<file path="src/hdl/sfp_pkg.sv">
`timescale 1ns / 1ps
// ----------------------------------------------------------------------------
// Sensor frame parser package
// Shared types, register map and framing constants.
// ----------------------------------------------------------------------------
package sfp_pkg;

  // Framing constants
  localparam logic [7:0] FRAME_LEN_BYTE = 8'd14;
  localparam int         PAYLOAD_BYTES  = 13;
  localparam int         CNT_W          = $clog2(PAYLOAD_BYTES + 1);
  localparam int         IDX_W          = $clog2(PAYLOAD_BYTES);

  // Register reset values
  localparam logic [7:0] START_MARKER_RST = 8'h5A;
  localparam logic [7:0] COMMAND_CODE_RST = 8'hA1;

  // Register map: index is the word address
  localparam int          PADDR_W = 3;
  localparam logic [0:0] REG_START_MARKER = 1'b0;
  localparam logic [0:0] REG_COMMAND_CODE = 1'b1;

  // Parser phases; codes 5..7 behave as hunting
  typedef enum logic [2:0] {
    PH_HUNT  = 3'd0,
    PH_LEN   = 3'd1,
    PH_CMD   = 3'd2,
    PH_DATA  = 3'd3,
    PH_CHECK = 3'd4
  } phase_t;

  // Configuration seen by the parser
  typedef struct packed {
    logic [7:0] start_marker;
    logic [7:0] command_code;
  } sfp_cfg_t;

  // One decoded frame
  typedef struct packed {
    logic [31:0] heart_word;
    logic [31:0] breath_word;
    logic [31:0] distance_word;
    logic [7:0]  flag_byte;
  } frame_t;

endpackage

</file>
<file path="src/hdl/sensor_frame_parser_top.sv">
`timescale 1ns / 1ps
// ----------------------------------------------------------------------------
// Sensor frame parser top level
// Byte-stream frame parser with XOR check and APB-style configuration.
// ----------------------------------------------------------------------------
// Takes one link byte per word, one word per clock cycle. A frame is the
// start marker, a length byte of 14, the command byte, 13 payload bytes and
// a check byte equal to the XOR of length, command and payload. A good frame
// produces one result word in the cycle after its check byte: three big-endian
// 32-bit words and a flag byte. Bad frames are dropped without a result.
// The result sits in an output register; input words keep flowing while it
// waits, and only a check byte stalls, when the previous result is still
// not taken. Start marker (address 0) and command code (address 4) are
// writable registers, to be changed only while the parser is idle.
// ----------------------------------------------------------------------------
module sensor_frame_parser_top import sfp_pkg::*; (
  input  logic               clk,
  input  logic               rst_n,
  // configuration
  input  logic               cfg_psel,
  input  logic               cfg_penable,
  input  logic               cfg_pwrite,
  input  logic [PADDR_W-1:0] cfg_paddr,
  input  logic [31:0]        cfg_pwdata,
  output logic [31:0]        cfg_prdata,
  output logic               cfg_pready,
  // input words
  input  logic               in_valid,
  output logic               in_ready,
  input  logic [7:0]         in_byte,
  // result words
  output logic               out_valid,
  input  logic               out_ready,
  output logic [31:0]        out_heart_word,
  output logic [31:0]        out_breath_word,
  output logic [31:0]        out_distance_word,
  output logic [7:0]         out_flag_byte
);

  sfp_cfg_t cfg;
  frame_t   frame;

  sfp_regs u_regs (
    .clk         (clk),
    .rst_n       (rst_n),
    .cfg_psel    (cfg_psel),
    .cfg_penable (cfg_penable),
    .cfg_pwrite  (cfg_pwrite),
    .cfg_paddr   (cfg_paddr),
    .cfg_pwdata  (cfg_pwdata),
    .cfg_prdata  (cfg_prdata),
    .cfg_pready  (cfg_pready),
    .cfg         (cfg)
  );

  sfp_core u_core (
    .clk       (clk),
    .rst_n     (rst_n),
    .cfg       (cfg),
    .in_valid  (in_valid),
    .in_ready  (in_ready),
    .in_byte   (in_byte),
    .out_valid (out_valid),
    .out_ready (out_ready),
    .frame     (frame)
  );

  assign out_heart_word    = frame.heart_word;
  assign out_breath_word   = frame.breath_word;
  assign out_distance_word = frame.distance_word;
  assign out_flag_byte     = frame.flag_byte;

endmodule

</file>
<file path="src/hdl/sfp_regs.sv">
`timescale 1ns / 1ps
// ----------------------------------------------------------------------------
// Sensor frame parser register file
// APB-style configuration port holding start marker and command code.
// ----------------------------------------------------------------------------
module sfp_regs import sfp_pkg::*; (
  input  logic               clk,
  input  logic               rst_n,
  input  logic               cfg_psel,
  input  logic               cfg_penable,
  input  logic               cfg_pwrite,
  input  logic [PADDR_W-1:0] cfg_paddr,
  input  logic [31:0]        cfg_pwdata,
  output logic [31:0]        cfg_prdata,
  output logic               cfg_pready,
  output sfp_cfg_t           cfg
);

  logic       wr_en;
  logic [0:0] reg_idx;
  logic [7:0] start_marker_r;
  logic [7:0] command_code_r;

  assign cfg_pready = 1'b1;
  assign wr_en      = cfg_psel && cfg_penable && cfg_pwrite;
  assign reg_idx    = cfg_paddr[2];

  // Register writes on the access cycle
  always_ff @(posedge clk) begin
    if (!rst_n) begin
      start_marker_r <= START_MARKER_RST;
      command_code_r <= COMMAND_CODE_RST;
    end else if (wr_en) begin
      unique case (reg_idx)
        REG_START_MARKER: start_marker_r <= cfg_pwdata[7:0];
        REG_COMMAND_CODE: command_code_r <= cfg_pwdata[7:0];
        default: ;
      endcase
    end
  end

  // Read mux
  always_comb begin
    unique case (reg_idx)
      REG_START_MARKER: cfg_prdata = {24'd0, start_marker_r};
      REG_COMMAND_CODE: cfg_prdata = {24'd0, command_code_r};
      default:          cfg_prdata = 32'd0;
    endcase
  end

  assign cfg.start_marker = start_marker_r;
  assign cfg.command_code = command_code_r;

endmodule

</file>
<file path="src/hdl/sfp_core.sv">
`timescale 1ns / 1ps
// ----------------------------------------------------------------------------
// Sensor frame parser core
// Phase register, payload store and running XOR, updated once per word,
// with a result register on the output side.
// ----------------------------------------------------------------------------
module sfp_core import sfp_pkg::*; (
  input  logic       clk,
  input  logic       rst_n,
  input  sfp_cfg_t   cfg,
  input  logic       in_valid,
  output logic       in_ready,
  input  logic [7:0] in_byte,
  output logic       out_valid,
  input  logic       out_ready,
  output frame_t     frame
);

  phase_t           phase_r, phase_nxt;
  logic [CNT_W-1:0] count_r, count_nxt;
  logic [7:0]       xor_r, xor_nxt;
  logic [7:0]       store_r [PAYLOAD_BYTES];
  logic             out_valid_r, out_valid_nxt;
  frame_t           frame_r;
  logic             in_fire;
  logic             emit;
  logic             store_we;
  frame_t           frame_nxt;

  // Only the check word can produce a result, so stall only there
  assign in_ready = !(phase_r == PH_CHECK && out_valid_r && !out_ready);
  assign in_fire  = in_valid && in_ready;

  // Next-state logic for one accepted word
  always_comb begin
    phase_nxt = phase_r;
    count_nxt = count_r;
    xor_nxt   = xor_r;
    emit      = 1'b0;
    store_we  = 1'b0;
    if (in_fire) begin
      unique case (phase_r)
        PH_LEN: begin
          if (in_byte == FRAME_LEN_BYTE) begin
            xor_nxt   = xor_r ^ in_byte;
            phase_nxt = PH_CMD;
          end else begin
            phase_nxt = PH_HUNT;
          end
        end
        PH_CMD: begin
          if (in_byte == cfg.command_code) begin
            xor_nxt   = xor_r ^ in_byte;
            count_nxt = '0;
            phase_nxt = PH_DATA;
          end else begin
            phase_nxt = PH_HUNT;
          end
        end
        PH_DATA: begin
          store_we  = (count_r < CNT_W'(PAYLOAD_BYTES));
          xor_nxt   = xor_r ^ in_byte;
          count_nxt = count_r + 1'b1;
          if (count_nxt >= CNT_W'(PAYLOAD_BYTES)) begin
            phase_nxt = PH_CHECK;
          end
        end
        PH_CHECK: begin
          emit      = (in_byte == xor_r);
          count_nxt = '0;
          phase_nxt = PH_HUNT;
        end
        default: begin
          if (in_byte == cfg.start_marker) begin
            xor_nxt   = '0;
            count_nxt = '0;
            phase_nxt = PH_LEN;
          end else begin
            phase_nxt = PH_HUNT;
          end
        end
      endcase
    end
  end

  // Output handshake: hold until taken, load on a good check
  always_comb begin
    out_valid_nxt = out_valid_r && !out_ready;
    if (emit) begin
      out_valid_nxt = 1'b1;
    end
  end

  // Big-endian packing of the payload store
  always_comb begin
    frame_nxt.heart_word    = {store_r[0], store_r[1], store_r[2], store_r[3]};
    frame_nxt.breath_word   = {store_r[4], store_r[5], store_r[6], store_r[7]};
    frame_nxt.distance_word = {store_r[8], store_r[9], store_r[10], store_r[11]};
    frame_nxt.flag_byte     = store_r[12];
  end

  // Control state
  always_ff @(posedge clk) begin
    if (!rst_n) begin
      phase_r     <= PH_HUNT;
      count_r     <= '0;
      xor_r       <= '0;
      out_valid_r <= 1'b0;
    end else begin
      phase_r     <= phase_nxt;
      count_r     <= count_nxt;
      xor_r       <= xor_nxt;
      out_valid_r <= out_valid_nxt;
    end
  end

  // Payload store and result register
  always_ff @(posedge clk) begin
    if (store_we) begin
      store_r[count_r[IDX_W-1:0]] <= in_byte;
    end
    if (emit) begin
      frame_r <= frame_nxt;
    end
  end

  assign out_valid = out_valid_r;
  assign frame     = frame_r;

endmodule
</file>
<file path="config.mk">
export PLATFORM = sky130hd
export DESIGN_NAME = sensor_frame_parser_top
export DESIGN_NICKNAME = d
export VERILOG_FILES = /design/src/hdl/sfp_pkg.sv /design/src/hdl/sensor_frame_parser_top.sv /design/src/hdl/sfp_regs.sv /design/src/hdl/sfp_core.sv
export SDC_FILE = /design/constraint.sdc
export NUM_CORES = 1
export LEC_CHECK = 0
export BUFFER_PORTS_ARGS = -buffer_cell sky130_fd_sc_hd__buf_2
export CAP_MARGIN = 20
export CORE_UTILIZATION = 40
export DETAILED_ROUTE_END_ITERATION = 10
export MAX_ROUTING_LAYER = met4
export PLACE_DENSITY_LB_ADDON = 0.05
export SLEW_MARGIN = 20
export SYNTH_ARGS = -nofsm -noshare
export SYNTH_HDL_FRONTEND = slang
export SYNTH_SLANG_ARGS = --single-unit
</file>
<file path="constraint.sdc">
create_clock -name clk -period 20.2 [get_ports clk]
set_input_delay 0 -clock clk [delete_from_list [all_inputs] [get_ports clk]]
set_output_delay 0 -clock clk [all_outputs]
set_load 0.05 [all_outputs]
</file>
==> flow_metrics.env, run 1 <==
export IMPL_num_antenna_cells=0
export IMPL_fraction_of_final_layout_cells_with_drive_strength_greater_than_1_pct=27.7
export IMPL_power_static_leakage_nw=3.68
export IMPL_synth_commonest_cells="sky130_fd_sc_hd__edfxtp_1 (208), sky130_fd_sc_hd__nand2_1 (53), sky130_fd_sc_hd__dfxtp_1 (32), sky130_fd_sc_hd__buf_4 (25), sky130_fd_sc_hd__nor2_1 (24)"
export IMPL_floorplan_die_area_mm2=0.0222
export IMPL_post_synth_inst_count=521
export IMPL_gp_congestion=0.816
export IMPL_synth_yosys_warnings=0
export IMPL_cts_root_buf="sky130_fd_sc_hd__clkbuf_16"
export IMPL_final_hold_violation_count=0
export IMPL_cts_num_sinks=240
export IMPL_dp_area_mm2=0.00948
export IMPL_setup_viol=0
export IMPL_timing_final_crit_share_pct=12.5
export IMPL_cts_buffers_inserted=25
export IMPL_io_pins=189
export IMPL_number_of_global_route_vias_before_repair=4409
export IMPL_worst_setup_path_category="flop to flop"
export IMPL_cts_setup_buffers=0
export IMPL_critPathLaunchType="flop"
export IMPL_area_sequential_mm2=0.00689
export IMPL_place_port_buffers=137
export IMPL_synth_enable_flop_cells=208
export IMPL_remaining_overflow_grt=0
export IMPL_cellPowerDensity_mw_per_mm2=97.9
export IMPL_fp_coreArea_mm2=0.0211
export IMPL_initial_utilization_pct=40.9
export IMPL_global_route_wire_length_before_repair_mm=25.1
export IMPL_maxSlewHeadroom_pct=37.9
export IMPL_grt_antenna_before_repair=0
export IMPL_status="finished clean"
export IMPL_globalRouteTotalUtil_pct=15.5
export IMPL_drtPass1Iterations=5
export IMPL_worst_reg_to_reg_setup_slack_ps=17680
export IMPL_die_w_um=149
export IMPL_drt_total_wl_mm=16.8
export IMPL_postSynthAreaPerCell_um2=16.6
export IMPL_number_of_library_cell_types_mapped_by_synthesis=45
export IMPL_worstPathMaxFanout=10
export IMPL_tightest_slew_ps=931
export IMPL_timing_critical_path_to_type="flop"
export IMPL_drt_iter0_drc=176
export IMPL_maxClockFrequency_mhz=397
export IMPL_multi_input_gate_area_in_the_final_layout_mm2=0.00151
export IMPL_pwr_share_clk_pct=43.5
export IMPL_remaining_drc_errors=0
export IMPL_req_time_crit_path_ps=20350
export IMPL_hold_path_class="input port to flop"
export IMPL_setup_total_negative_slack_ps=0
export IMPL_yosys_top_cells_area="sky130_fd_sc_hd__edfxtp_1 (72%), sky130_fd_sc_hd__dfxtp_1 (7.4%), sky130_fd_sc_hd__nand2_1 (2.3%)"
export IMPL_synth_cell_area_mm2=0.00863
export IMPL_clock_latency_ps=510
export IMPL_vias=4628
export IMPL_dieHeight_um=149
export IMPL_fin_util_pct=49.8
export IMPL_hpwlAfterDp_mm=10.1
export IMPL_slew_viol_final=0
export IMPL_finalCriticalPeriod_ps=2520
export IMPL_cell_internal_pwr_mw=0.817
export IMPL_sequentialPowerShare_pct=52.3
export IMPL_vdd_drop_max_v=0.0000502
export IMPL_yosys_cell_count_top_type="sky130_fd_sc_hd__edfxtp_1"
export IMPL_drt_wirelength_per_cell_um=17.1
export IMPL_nets_finish=742
export IMPL_synthDominantCellAreaShare_pct=72.4
export IMPL_final_area_mm2=0.0105
export IMPL_tritoncts_clock_tree="yes"
export IMPL_grt_setup_unrepaired="no"
export IMPL_synth_flop_cell="sky130_fd_sc_hd__edfxtp_1"
export IMPL_grt_max_degree=69
export IMPL_postRouteAntennaNets=0
export IMPL_area_growth_syn_to_layout_pct=21.7
export IMPL_yosys_area_top_type="sky130_fd_sc_hd__edfxtp_1"
export IMPL_cp_data_arrival_time_ps=2670
export IMPL_worst_clock_skew_ps=7.48
export IMPL_yosysSeqAreaShare_pct=79.8
export IMPL_sw_frac_of_total_pct=20.5
export IMPL_flip_flop_and_latch_count_after_synthesis=240
export IMPL_cts_clk_slew_worst_paths_ps=60
export IMPL_cts_htree_levels=1
export IMPL_num_rows=53
export IMPL_synth_async_sr_flop_share_pct=0
export IMPL_netSwitchingPower_mw=0.210
export IMPL_nFillCells=1838
export IMPL_max_clock_path_buffers=3
export IMPL_post_drt_via_cell_ratio=4.72
export IMPL_p_comb_share_pct=4.2
export IMPL_timing_max_cap_violations=0
cell usage in the layout (no fill, tap or decap), drive strengths merged, types with 3 or more instances in the layout:
cell | synthesis | final
buf | 39 | 142
and2 | 10 | 10
nand2 | 53 | 53
clkbuf | 7 | 33
dfxtp | 32 | 32
xnor2 | 14 | 14
clkinv | 0 | 6
nand4 | 12 | 12
xor2 | 12 | 12
nor3 | 7 | 7
nor2 | 24 | 24
dlygate4sd3 | 0 | 20
conb | 2 | 25
mux2 | 8 | 8
nand3 | 14 | 14
ha | 5 | 5
nand2b | 5 | 5
inv | 7 | 9
bufinv | 0 | 3
mux2i | 4 | 4
edfxtp | 208 | 208
nor4 | 9 | 9
o21ai | 9 | 9
a21oi | 12 | 12
or3 | 6 | 6
cell type report:
type | count | area share (%)
inverters | 7 | 0.250
repair buffers | 162 | 8.77
clock inverters | 12 | 1.35
multi-input cells | 251 | 14.4
well taps | 275 | 3.28
flip-flops and latches | 240 | 65.6
clock buffers | 33 | 6.34
layer usage:
| metal | up-vias | share of wire (%) | track usage [%] |
|---|---|---|---|
| li1 | 2208 | - | - |
| met1 | 2214 | 46 | 21.1 |
| met2 | 175 | 46 | 24.1 |
| met3 | 31 | 5.8 | 2.32 |
| met4 | 0 | 1.8 | 4.59 |
| met5 | - | 0 | - |
power by group through the flow:
stage | combinational, mW | sequential [mW] | clock (mW)
4_1_cts | 0.0431 | 0.538 | 0.457
3_5_place_dp | 0.0404 | 0.548 | 0
6_report | 0.0432 | 0.538 | 0.446
3_3_place_gp | 0.0402 | 0.548 | 0
5_1_grt | 0.0462 | 0.537 | 0.477
2_1_floorplan | 0.0333 | 0.547 | 0
through the flow:
stage          hold WS (ps)  setup slack (ps)  instances  total power, mW
6_report               21.9             17680        980             1.03
3_3_place_gp            224             17680        914            0.588
2_1_floorplan          98.9             11070        544            0.581
3_5_place_dp            230             17660        914            0.588
4_1_cts                7.43             17660        979             1.04
5_1_grt                26.9             17460        980             1.06
worst paths after layout:
kind	depth (start not counted)	endpoint	startpoint
setup / recovery	5	u_core.store_r[3][2]	u_core.phase_r[0]
hold / removal	1	u_core.store_r[8][4]	in_byte[4]
setup reg to reg	5	u_core.store_r[3][2]	u_core.phase_r[0]
hold reg to reg	0	out_breath_word[15]	u_core.store_r[6][7]
worst max-delay path: stages, from the launching register on:
cell and delay (ps):
sky130_fd_sc_hd__dfxtp_1 470, sky130_fd_sc_hd__inv_1 200, sky130_fd_sc_hd__nor3_2 540, sky130_fd_sc_hd__nand2_1 180, sky130_fd_sc_hd__nor3_1 290, sky130_fd_sc_hd__and2_1 470
cells by family (layout without fill, tap and decap cells):
kind of cell,after synthesis,in the layout,share of synthesized area (%)
DFF,240,240,79.8
and+or+nand+nor,148,148,8.64
buffers and inverters,53,214,3.73
AOI/OAI and AO/OA,35,35,2.84
xor gates and xnor gates,26,26,2.64
muxes,12,12,1.51
adders and majority gates,5,5,0.725
other,2,25,0.0871
registers in the layout (all words and copies together), names as in the netlist:
register	flops
u_core.store_r	104
out_breath_word	32
out_distance_word	32
out_heart_word	32
out_flag_byte	8
u_core.xor_r	8
u_regs.command_code_r	8
u_regs.start_marker_r	8
u_core.count_r	4
u_core.phase_r	3
u_core.out_valid	1
timing repair:
action	CTS	global route
hold endpoints to repair	52	0
resized for setup	0	0
hold buffers	20	0
No activity file was read; power rests on OpenSTA's default activity.
==> run 2: changes to the inputs <==
clock period = 2.32 ns   (was 20.2 ns; I/O delays follow)
==> run 2 against run 1 <==
  * Fmax rose by 19%
  * Sequential power rose to 8.7 times the previous value
  * Clock skew rose by 0.82 ps
  * Clock power rose to 8.3 times the previous value
  * Via count rose by 0.54%
  * Flip-flop and latch count did not move
  * Critical path type unchanged
  * Largest power group unchanged
==> flow_metrics.env, run 2 (synthesis gave the netlist of run 1 again) <==
export IMPL_status="finished clean"
export IMPL_remaining_drc_errors=0
export IMPL_clock_latency_ps=500
export IMPL_worst_reg_to_reg_setup_slack_ps=210
export IMPL_fin_cells=998
export IMPL_grt_max_degree=82
export IMPL_num_rows=53
export IMPL_register_to_register_path_depth=5
export IMPL_grt_antenna_before_repair=0
export IMPL_vdd_drop_max_v=0.000438
export IMPL_worst_setup_path_category="flop to flop"
export IMPL_fp_coreArea_mm2=0.0211
export IMPL_setup_viol=0
export IMPL_area_growth_syn_to_layout_pct=23.4
export IMPL_hold_depth=3
export IMPL_largest_register_ffs=104
export IMPL_crit_path_cell_trace="xor2_1 -> nor4_1 -> nand4_1 -> nor3_4 -> buf_12"
export IMPL_drt_wirelength_per_cell_um=17.4
export IMPL_post_drt_via_cell_ratio=4.66
export IMPL_mostFrequentLayoutCell="sky130_fd_sc_hd__edfxtp_1"
export IMPL_worst_clock_skew_ps=8.30
export IMPL_timing_final_crit_share_pct=90.9
export IMPL_num_antenna_cells=0
export IMPL_total_power_mw=8.79
export IMPL_die_w_um=149
export IMPL_dieHeight_um=149
export IMPL_timing_max_cap_violations=0
export IMPL_multi_input_gate_area_in_the_final_layout_mm2=0.00153
export IMPL_dp_area_mm2=0.00963
export IMPL_gp_congestion=0.799
export IMPL_vias=4653
export IMPL_hpwlAfterDp_mm=11.4
export IMPL_nFillCells=1812
export IMPL_drt_iter0_drc=295
export IMPL_maxSlewHeadroom_pct=50.7
export IMPL_req_time_crit_path_ps=2470
export IMPL_place_port_buffers=137
export IMPL_area_sequential_mm2=0.00689
export IMPL_r2r_end="out_distance_word[13]"
export IMPL_maxClockFrequency_mhz=474
export IMPL_number_of_global_route_vias_before_repair=4556
export IMPL_worstPathMaxFanout=81
export IMPL_place_ws_ps=158
export IMPL_cellPowerDensity_mw_per_mm2=826
export IMPL_beginning_of_the_worst_register_to_register_path="u_core.xor_r[6]"
export IMPL_hold_path_class="input port to flop"
export IMPL_floorplan_die_area_mm2=0.0222
export IMPL_postRouteAntennaNets=0
export IMPL_cts_buffers_inserted=25
export IMPL_cts_setup_buffers=0
export IMPL_cp_data_arrival_time_ps=2260
export IMPL_nets_finish=760
export IMPL_max_clock_path_buffers=3
export IMPL_globalRouteTotalUtil_pct=16.0
export IMPL_numPlacedInstances=928
export IMPL_final_hold_worst_slack_ps=23.6
export IMPL_critPathLaunchType="flop"
export IMPL_drt_total_wl_mm=17.4
export IMPL_layout_setup_ws_ps=212
export IMPL_timing_critical_path_to_type="flop"
export IMPL_remaining_overflow_grt=0
export IMPL_holdCritStartpoint="rst_n"
export IMPL_tightest_slew_ps=734
export IMPL_drtPass1Iterations=4
export IMPL_cpMaxStageDelayCell="sky130_fd_sc_hd__buf_12"
export IMPL_slowest_delay_ps=360
export IMPL_cts_htree_levels=1
export IMPL_final_hold_violation_count=0
export IMPL_critical_path_top_delay_family="simple AND/OR/NAND/NOR gates"
export IMPL_cts_root_buf="sky130_fd_sc_hd__clkbuf_16"
export IMPL_initial_utilization_pct=40.9
export IMPL_cp_num_buf_inv=1
export IMPL_power_static_leakage_nw=3.78
export IMPL_fraction_of_final_layout_cells_with_drive_strength_greater_than_1_pct=29.9
export IMPL_io_pins=189
export IMPL_grt_setup_unrepaired="no"
export IMPL_cts_clk_slew_worst_paths_ps=60
export IMPL_finalCriticalPeriod_ps=2110
export IMPL_whs_endpoint="u_core.xor_r[4]"
export IMPL_layout_common_cells="sky130_fd_sc_hd__edfxtp_1 (208), sky130_fd_sc_hd__buf_2 (137), sky130_fd_sc_hd__nand2_1 (51)"
export IMPL_final_area_mm2=0.0106
export IMPL_tritoncts_clock_tree="yes"
export IMPL_global_route_wire_length_before_repair_mm=25.9
export IMPL_slew_viol_final=0
export IMPL_cts_num_sinks=240
## run 2: worst register-to-register path, cell delays in order, from the launching register on
cell	delay, ps
sky130_fd_sc_hd__dfxtp_1	330
sky130_fd_sc_hd__xor2_1	170
sky130_fd_sc_hd__nor4_1	330
sky130_fd_sc_hd__nand4_1	220
sky130_fd_sc_hd__nor3_4	260
sky130_fd_sc_hd__buf_12	360
## run 2: stage by stage
stage	utilization, %	setup TNS (ps)
after floorplan	-	-159810
final	50.5	0
after global placement	45.6	0
after CTS	50.5	0
after global routing	50.5	0
after detailed placement	45.6	0
## run 2: routing by layer
metal | global-route usage (%) | routed length, um | part of all wire, %
met5 | - | 0 | 0
met4 | 4.44 | 318 | 1.8
met3 | 2.51 | 914 | 5.3
met2 | 26.0 | 8560 | 49
met1 | 21.0 | 7570 | 44
## run 2: repair_timing
action | 4_1_cts | 5_1_grt
gates resized for setup | 0 | 2
hold endpoints to repair | 38 | 0
endpoints found under the setup margin | 0 | 16
hold buffers | 25 | 0
## run 2: how the worst max path moves through the flow
| stage | startpoint | endpoint | slack [ps] | depth (start not counted) |
|---|---|---|---|---|
| after global routing | u_core.xor_r[6] | out_heart_word[13] | 60 | 5 |
| after floorplan | u_core.xor_r[4] | out_breath_word[0] | -1520 | 4 |
| after CTS | u_core.phase_r[0] | u_core.store_r[1][4] | 150 | 6 |
| final | u_core.xor_r[6] | out_distance_word[13] | 210 | 5 |
| after detailed placement | u_core.phase_r[0] | u_core.store_r[1][2] | 160 | 6 |
| after global placement | u_core.phase_r[0] | u_core.store_r[1][5] | 220 | 6 |
## run 2: area by class of cell
type                    instances  area share, %
flip-flops and latches        240           64.7
well taps                     275           3.23
clock buffers                  30           6.05
multi-input cells             251           14.4
inverters                       7          0.247
repair buffers                180           10.2
clock inverters                15           1.18
## run 2: report_power, final
part / leakage, nW / switching, mW / internal (mW)
logic: 1.28 / 0.286 / 0.110
clock network: 0.378 / 1.52 / 2.20
registers: 2.13 / 0.0150 / 4.67
==> run 3: changes to the inputs <==
CELL_PAD_IN_SITES_DETAIL_PLACEMENT = 0   (was default)
CELL_PAD_IN_SITES_GLOBAL_PLACEMENT = 1   (was default)
==> run 3 against run 2 <==
  * Critical path depth unchanged
  * Clock power grew 4%
  * Register-to-register slack got worse by 40 ps
  * Non-clock buffer count grew 4
  * Total power up 1.7%
  * Wire length is 0.52% higher
  * Sequential share of layout area shrank 0.41 points
  * Design area increased by 0.63%
  * Critical endpoint is now u_core.store_r[1][6]
==> flow_metrics.env, run 3 (synthesis gave the netlist of run 1 again) <==
export IMPL_status="finished clean"
export IMPL_num_rows=53
export IMPL_cts_setup_buffers=0
export IMPL_sequentialPowerShare_pct=52.3
export IMPL_hpwlAfterDp_mm=11.6
export IMPL_clock_latency_ps=510
export IMPL_pwr_share_clk_pct=43.2
export IMPL_io_pins=189
export IMPL_place_ws_ps=183
export IMPL_req_time_crit_path_ps=2490
export IMPL_worstPathMaxFanout=8
export IMPL_cell_internal_pwr_mw=7.09
export IMPL_p_comb_share_pct=4.5
export IMPL_timing_critical_path_to_type="flop"
export IMPL_fin_util_pct=50.8
export IMPL_drtPass1Iterations=4
export IMPL_cts_clk_slew_worst_paths_ps=70
export IMPL_cts_num_sinks=240
export IMPL_floorplan_die_area_mm2=0.0222
export IMPL_remaining_drc_errors=0
export IMPL_layout_setup_ws_ps=171
export IMPL_fp_coreArea_mm2=0.0211
export IMPL_drt_iter0_drc=253
export IMPL_fin_cells=1001
export IMPL_postRouteAntennaNets=0
export IMPL_maxClockFrequency_mhz=465
export IMPL_cts_htree_levels=1
export IMPL_gp_congestion=0.787
export IMPL_worst_setup_path_category="flop to flop"
export IMPL_grt_max_degree=89
export IMPL_grt_setup_unrepaired="no"
export IMPL_netSwitchingPower_mw=1.85
export IMPL_max_clock_path_buffers=3
export IMPL_global_route_wire_length_before_repair_mm=25.9
export IMPL_final_hold_violation_count=0
export IMPL_place_port_buffers=137
export IMPL_initial_utilization_pct=40.9
export IMPL_sw_frac_of_total_pct=20.7
export IMPL_tritoncts_clock_tree="yes"
export IMPL_dieHeight_um=149
export IMPL_critPathLaunchType="flop"
export IMPL_final_hold_worst_slack_ps=37.2
export IMPL_slew_viol_final=0
export IMPL_timing_max_cap_violations=0
export IMPL_drt_wirelength_per_cell_um=17.4
export IMPL_globalRouteTotalUtil_pct=16.3
export IMPL_layout_common_cells="sky130_fd_sc_hd__edfxtp_1 (208), sky130_fd_sc_hd__buf_2 (137), sky130_fd_sc_hd__nand2_1 (51)"
export IMPL_timing_final_crit_share_pct=92.6
export IMPL_worst_clock_skew_ps=16.5
export IMPL_drt_total_wl_mm=17.5
export IMPL_remaining_overflow_grt=0
export IMPL_number_of_global_route_vias_before_repair=4490
export IMPL_cp_data_arrival_time_ps=2320
export IMPL_cellPowerDensity_mw_per_mm2=834
export IMPL_area_growth_syn_to_layout_pct=24.2
export IMPL_setup_viol=0
export IMPL_largest_register_ffs=104
export IMPL_cts_root_buf="sky130_fd_sc_hd__clkbuf_16"
export IMPL_maxSlewHeadroom_pct=55.0
export IMPL_power_static_leakage_nw=3.82
export IMPL_nets_finish=764
export IMPL_grt_antenna_before_repair=0
export IMPL_vias=4667
export IMPL_mostFrequentLayoutCell="sky130_fd_sc_hd__edfxtp_1"
export IMPL_die_w_um=149
export IMPL_tightest_slew_ps=673
export IMPL_vdd_drop_max_v=0.000349
export IMPL_finalCriticalPeriod_ps=2150
export IMPL_post_drt_via_cell_ratio=4.66
export IMPL_fraction_of_final_layout_cells_with_drive_strength_greater_than_1_pct=30.4
export IMPL_cts_buffers_inserted=25
export IMPL_num_antenna_cells=0
export IMPL_numPlacedInstances=932
export IMPL_hold_path_class="input port to flop"
[run 3: metal layers]
layer	track usage, %	part of all wire, %	vias to the layer above	routed length, um
li1	-	-	2258	-
met5	-	0	-	0
met4	4.64	1.5	0	265
met1	21.5	45	2249	7870
met2	26.0	48	145	8380
met3	2.69	5.4	15	935
[run 3: power groups by stage]
stage | registers (mW) | logic (mW) | clock network, mW
floorplan | 4.77 | 0.291 | 0
global placement | 4.77 | 0.369 | 0
detailed placement | 4.77 | 0.372 | 0
CTS | 4.68 | 0.404 | 3.97
global route | 4.68 | 0.429 | 4.13
finish | 4.68 | 0.400 | 3.86
[run 3: worst paths after layout]
path                                             from                   end  slack [ps]  cells past startpoint
worst min register to register  u_core.store_r[11][7]  out_distance_word[7]         410                      0
worst max register to register      u_core.phase_r[1]  u_core.store_r[1][6]         170                      5
worst max-delay path                u_core.phase_r[1]  u_core.store_r[1][6]         170                      5
worst min-delay path                            rst_n       u_core.xor_r[7]          40                      3
[run 3: per-stage QoR]
stage                     instance area [um2]  power [mW]  TNS (ps)
after floorplan                          8740        5.06   -159810
after global placement                   9660        5.14         0
after detailed placement                 9660        5.14         0
after CTS                               10700        9.05         0
after global routing                    10700        9.24         0
final                                   10700        8.94         0
[run 3: repair_timing]
| item | in CTS | in global routing |
|---|---|---|
| resized for setup | 0 | 1 |
| hold buffers | 25 | 0 |
| endpoints found under the hold margin | 48 | 0 |
| endpoints found under the setup margin | 0 | 8 |
[run 3: final cells by class]
class                      count  area (um2)
fill                        1819       10400
sequential                   240        6890
multi-input combinational    251        1530
timing repair buffer         184        1110
clock buffer                  27         633
tap                          275         344
clock inverter                17         175
inverter                       7        26.3
[run 3: worst max-delay path: stages, from the launching register on]
cell and delay, ps:
sky130_fd_sc_hd__dfxtp_1 490, sky130_fd_sc_hd__inv_1 190, sky130_fd_sc_hd__nor3_2 210, sky130_fd_sc_hd__nand2_1 140, sky130_fd_sc_hd__nor3_1 350, sky130_fd_sc_hd__and2_1 430
